<file path="src/rtl/slt_pkg.sv">
// Package for the Sauvola local threshold block: sizes, command codes, shared types.
// No dependencies.
`timescale 1ns / 1ps
package slt_pkg;
	localparam int MaxWidth = 256;
	localparam int MaxHeight = 256;
	localparam int MaxRadius = 7;
	localparam int ColW = $clog2(MaxWidth);
	localparam int RowW = $clog2(MaxHeight);
	localparam int AddrW = ColW + RowW;

	localparam logic [1:0] KIND_START = 2'd0;
	localparam logic [1:0] KIND_WRITE = 2'd1;
	localparam logic [1:0] KIND_QUERY = 2'd2;

	localparam logic [1:0] REG_WIDTH = 2'd0;
	localparam logic [1:0] REG_HEIGHT = 2'd1;
	localparam logic [1:0] REG_RADIUS = 2'd2;

	typedef struct packed {
		logic load;
		logic clr_minmax;
		logic wr_pix;
		logic scan_init;
		logic scan_step;
		logic div_start;
		logic sqrt_start;
		logic thr_start;
		logic finish;
	} cmd_t;

	typedef struct packed {
		logic in_image;
		logic flat;
		logic scan_last;
		logic div_done;
		logic sqrt_done;
		logic thr_done;
	} sts_t;
endpackage

</file>
<file path="src/rtl/slt_ctrl.sv">
// Controller state machine sequencing writes, the window scan and the arithmetic.
// Depends on slt_pkg.
`timescale 1ns / 1ps
module slt_ctrl (
	input  logic          clk,
	input  logic          arst_n,
	input  logic          start,
	input  logic [1:0]    kind,
	output logic          busy,
	output logic          strobe,
	output slt_pkg::cmd_t cmd,
	input  slt_pkg::sts_t sts
);
	localparam logic [3:0] S_IDLE = 4'd0, S_DEC = 4'd1, S_SCAN = 4'd2, S_DRAIN = 4'd3,
		S_DIV = 4'd4, S_SQRT = 4'd5, S_THR = 4'd6, S_OUT = 4'd7, S_WAIT = 4'd8,
		S_DIVW = 4'd9, S_SQW = 4'd10, S_THW = 4'd11;
	logic [3:0] state_q, nxt;
	logic [1:0] kind_q;
	logic [1:0] dly_q;

	assign busy = (state_q != S_IDLE);

	always_comb begin
		cmd = '0;
		nxt = state_q;
		cmd.load = (state_q == S_IDLE) && start;
		unique case (state_q)
			S_IDLE: if (start) nxt = S_DEC;
			S_DEC: begin
				if (kind_q == slt_pkg::KIND_START) begin
					cmd.clr_minmax = 1'b1;
					nxt = S_IDLE;
				end else if (kind_q == slt_pkg::KIND_WRITE) begin
					cmd.wr_pix = sts.in_image;
					nxt = S_IDLE;
				end else if (kind_q == slt_pkg::KIND_QUERY) begin
					cmd.scan_init = 1'b1;
					nxt = (sts.in_image && !sts.flat) ? S_SCAN : S_WAIT;
				end else begin
					nxt = S_IDLE;
				end
			end
			S_WAIT: nxt = S_OUT;
			S_SCAN: begin
				cmd.scan_step = 1'b1;
				if (sts.scan_last) nxt = S_DRAIN;
			end
			S_DRAIN: if (dly_q == 2'd2) nxt = S_DIV;
			S_DIV: begin
				cmd.div_start = 1'b1;
				nxt = S_DIVW;
			end
			S_DIVW: if (sts.div_done && dly_q == 2'd3) nxt = S_SQRT;
			S_SQRT: begin
				cmd.sqrt_start = 1'b1;
				nxt = S_SQW;
			end
			S_SQW: if (sts.sqrt_done) nxt = S_THR;
			S_THR: begin
				cmd.thr_start = 1'b1;
				nxt = S_THW;
			end
			S_THW: if (sts.thr_done && dly_q == 2'd3) nxt = S_OUT;
			S_OUT: begin
				cmd.finish = 1'b1;
				nxt = S_IDLE;
			end
			default: nxt = S_IDLE;
		endcase
	end

	always_ff @(posedge clk or negedge arst_n) begin
		if (!arst_n) begin
			state_q <= S_IDLE;
			kind_q <= slt_pkg::KIND_START;
			dly_q <= 2'd0;
			strobe <= 1'b0;
		end else begin
			state_q <= nxt;
			if (cmd.load) kind_q <= kind;
			strobe <= cmd.finish;
			if (nxt != state_q) dly_q <= 2'd0;
			else if (dly_q != 2'd3) dly_q <= dly_q + 2'd1;
		end
	end

`ifndef NO_ASSERTIONS
	a_strobe: assert property (@(posedge clk) disable iff (!arst_n)
		strobe |-> $past(state_q == S_OUT)) else $error("strobe");
	a_busy: assert property (@(posedge clk) disable iff (!arst_n)
		(start && !busy) |=> busy) else $error("busy");
	a_onecmd: assert property (@(posedge clk) disable iff (!arst_n)
		$onehot0({cmd.div_start, cmd.sqrt_start, cmd.thr_start})) else $error("cmd");
`endif
endmodule
</file>
<file path="config.mk">
export PLATFORM = sky130hd
export DESIGN_NAME = slt_ctrl
export DESIGN_NICKNAME = d
export VERILOG_FILES = /design/src/rtl/slt_pkg.sv /design/src/rtl/slt_ctrl.sv
export SDC_FILE = /design/constraint.sdc
export NUM_CORES = 1
export LEC_CHECK = 0
export ABC_AREA = 1
export BUFFER_PORTS_ARGS = -buffer_cell sky130_fd_sc_hd__buf_2
export CAP_MARGIN = 25
export CORE_AREA = 2 2 39 41
export CTS_CLUSTER_DIAMETER = 50
export DETAILED_ROUTE_END_ITERATION = 7
export DIE_AREA = 0 0 41 43
export GPL_TIMING_DRIVEN = 0
export PLACE_DENSITY_LB_ADDON = 0.25
export SYNTH_ARGS = -nofsm -noshare
export SYNTH_HDL_FRONTEND = slang
export SYNTH_SLANG_ARGS = --single-unit
</file>
<file path="constraint.sdc">
create_clock -name clk -period 2.63 [get_ports clk]
set_input_delay 0.1315 -clock clk [delete_from_list [all_inputs] [get_ports clk]]
set_output_delay 0.1315 -clock clk [all_outputs]
set_load 0.03 [all_outputs]
</file>
==> flow_metrics.py <==
metrics = {
    "synthesis": {
        "syn-num-nets": 105,
        "synthMuxAreaShare_pct": 0,
        "synthSimpleGateAreaFrac_pct": 46.73,
        "postSynthAreaPerCell_sq_um": 7.276,
        "yosysTopAreaCell": "dfrtp_1",
        "yosysSeqAreaShare_pct": 33.64,
        "synth-xor-area-share_pct": 1.308,
        "synth-seq-cells": 9,
        "netlist_instances": 92,
        "synth_fa_ha_area_share_pct": 3.738,
        "synth_top_family_by_area": "simple AND/OR/NAND/NOR gates",
        "yosysUniqueCellTypes": 24,
        "netlist_area_sq_um": 669.4,
        "yosysWarnings": 0,
        "synth_top_cell_area_share_pct": 33.64,
        "synth.area.top_cells": "dfrtp_1, nand2_1, inv_1",
        "synth_compound_area_share_pct": 6.168,
    },
    "sta": {
        "hold_viol_final": 0,
        "max_clock_freq_ghz": 0.6112,
        "period_needed_ps": 1636,
        "grt_setup_unrepaired": "no",
        "min_period_over_period_pct": 62.21,
        "slew_headroom_pct": 81.55,
        "skew_ps": 0.7567,
        "slew_viol_final": 0,
        "worst_pin_slew_ps": 273.3,
        "fin_tns_setup_ps": 0,
        "setup_viol": 0,
    },
    "detailed_routing": {
        "drc_errors": 0,
        "vias": 688,
        "drtAntennaViolNets": 0,
        "first_iter_violations": 15,
        "drt_pass1_iterations": 4,
        "routed_wl_um": 1522,
        "vias_per_cell": 5.134,
        "wl_per_cell_um": 11.36,
    },
    "worst_setup_path": {
        "cp_data_arrival_time_ps": 1500,
        "end_kind": "output pin",
        "required_ps": 2500,
        "max_stage_delay_ps": 480,
        "crit_chain": "nor2_4 -> nand2_2 -> nor4_1 -> buf_2",
        "cp-startpoint": "state_q[2]",
        "crit_buf_inv": 1,
        "slowest_stage": "dfrtp_1",
        "crit_family": "simple AND/OR/NAND/NOR gates",
        "cp-start-kind": "flop",
        "path_class": "reg -> out",
        "crit_fanout": 7,
        "worstReg2RegStart": "state_q[0]",
    },
    "min_path": {
        "min_from": "kind[1]",
        "hold_class": "in -> reg",
    },
    "clocking": {
        "clkTransAtPathRegs_ps": 60,
        "cts_buffers": 3,
        "cts_resized": 0,
        "cts_tree": "done",
        "insertion_delay_ps": 270,
        "cts_buffer_depth": 2,
        "root_buffer": "clkbuf_4",
        "clkSinkCount": 9,
        "htreeDepth": 1,
    },
    "placement": {
        "portBuffers": 21,
        "dp_hpwl_um": 1222,
        "place_congestion": 0.8375,
    },
    "floorplan": {
        "coreArea_sq_mm": 0.001384,
        "io_pins": 22,
        "dieHeight_um": 43,
        "rows": 14,
        "start_util_pct": 48.37,
        "fp.dieW_um": 41,
        "dieArea_sq_mm": 0.001763,
    },
    "global_route": {
        "grt_max_degree": 10,
        "overflow": 0,
        "grt_pass1_vias": 635,
        "top_usage_layer": "met2",
        "antenna_found_initial": 0,
        "use_met1_pct": 28.33,
        "met3_usage_pct": 4.712,
        "grt_pass1_wl_um": 2539,
        "grt_use_met2_pct": 32.19,
        "grt_usage_pct": 21.52,
    },
    "layout": {
        "nFillCells": 127,
        "drive_gt1_share_pct": 35.59,
        "diodes": 0,
        "final_common_cell": "nand2_1",
        "fin_nets": 132,
        "multiInputGateArea_sq_um": 387.9,
        "ff_latch_area_sq_um": 225.2,
        "syn_to_final_growth_pct": 24.11,
        "final_cell_mix": "nand2_1, buf_2, inv_1",
    },
    "flow_run": {
        "drv_cap": 0,
    },
    "power": {
        "power_mw": 0.8919,
        "power.leakage_nw": 0.4771,
        "peakVddDrop_uv": 503.7,
        "power_density_mw_per_mm2": 1074,
    },
    "outcome": {
        "status": "completed",
    },
}
worst reg2reg max path, stage by stage (launching register included):
cell	delay, ps
dfrtp_1	440
nand2_1	120
clkinv_1	140
nand2_2	110
nand2_2	50
nor2_2	190
nand3_2	100
nand2_1	70
nand2_1	50
nand2_1	80
nor2_1	50
state kept, by name, indices dropped and copies added, names as in the netlist:
signal,cells
dly_q,2
state_q,4
kind_q,2
strobe,1
through the flow:
stage          worst slack [ps]  std cells  cell area (sq um)  util, %  hold WS [ps]
6_report                  993.9        134              830.8    60.04         64.01
4_1_cts                   977.7        134              830.8    60.04         60.40
3_5_place_dp               1129        129              794.5    57.41       -0.5775
3_3_place_gp               1145        129              794.5    57.41        -8.552
5_1_grt                   922.3        134              830.8    60.04         66.07
2_1_floorplan             867.4         92              669.4        -        -164.1
final timing paths:
path                                    to  slack (ps)  depth (start not counted)
worst max-delay path                cmd[6]         990                          4
worst min-delay path             kind_q[1]          60                          3
worst max register to register    dly_q[0]        1120                         10
worst min register to register   kind_q[1]         550                          2
max in group asynchronous         dly_q[0]        2210                          2
min in group asynchronous       state_q[2]         240                          2
area by class of cell:
type | count | share of cell area [%]
repair buffers | 22 | 13.86
well taps | 16 | 2.410
flip-flops and latches | 9 | 27.11
clock buffers | 4 | 3.163
multi-input cells | 68 | 46.69
inverters | 15 | 6.777
cell families after synthesis:
logic type               after synthesis
adder cells (fa/ha/maj)                2
AND/OR/NAND/NOR                       59
AO/OA/AOI/OAI                          6
buffers and inverters                 15
flip-flops                             9
XOR/XNOR                               1
synth_stat cells:
cell type / number
clkinv_1: 1
dfrtp_1: 9
inv_2: 2
nor2_1: 7
a21oi_1: 1
o2111ai_1: 1
nor2_2: 4
nand3_1: 6
nand2_1: 22
nand2_2: 4
nor3_1: 3
and2_1: 1
o21ai_0: 2
or2_2: 1
o311ai_0: 1
and3_1: 1
nor4_1: 1
xor2_1: 1
a21oi_2: 1
inv_1: 12
nand3_2: 2
nand4_1: 3
nor2_4: 4
ha_1: 2
repair_timing:
item,CTS,global route
hold endpoints to repair,9,0
buffers inserted,0,0
hold buffers,1,0
where the power goes:
part	internal, mW	switching, mW	total, mW
clock	0.0588	0.0543	0.113
combinational	0.169	0.358	0.527
sequential	0.190	0.0620	0.252
total	0.418	0.474	0.892
metal layers:
| layer | wire (um) | part of all wire [%] | up-vias |
|---|---|---|---|
| met2 | 728 | 48 | 20 |
| li1 | - | - | 352 |
| met5 | 0 | 0 | - |
| met4 | 31 | 2.0 | 0 |
| met3 | 96 | 6.3 | 5 |
| met1 | 666 | 44 | 311 |
Note: power is estimated with default switching activity, not from simulation.
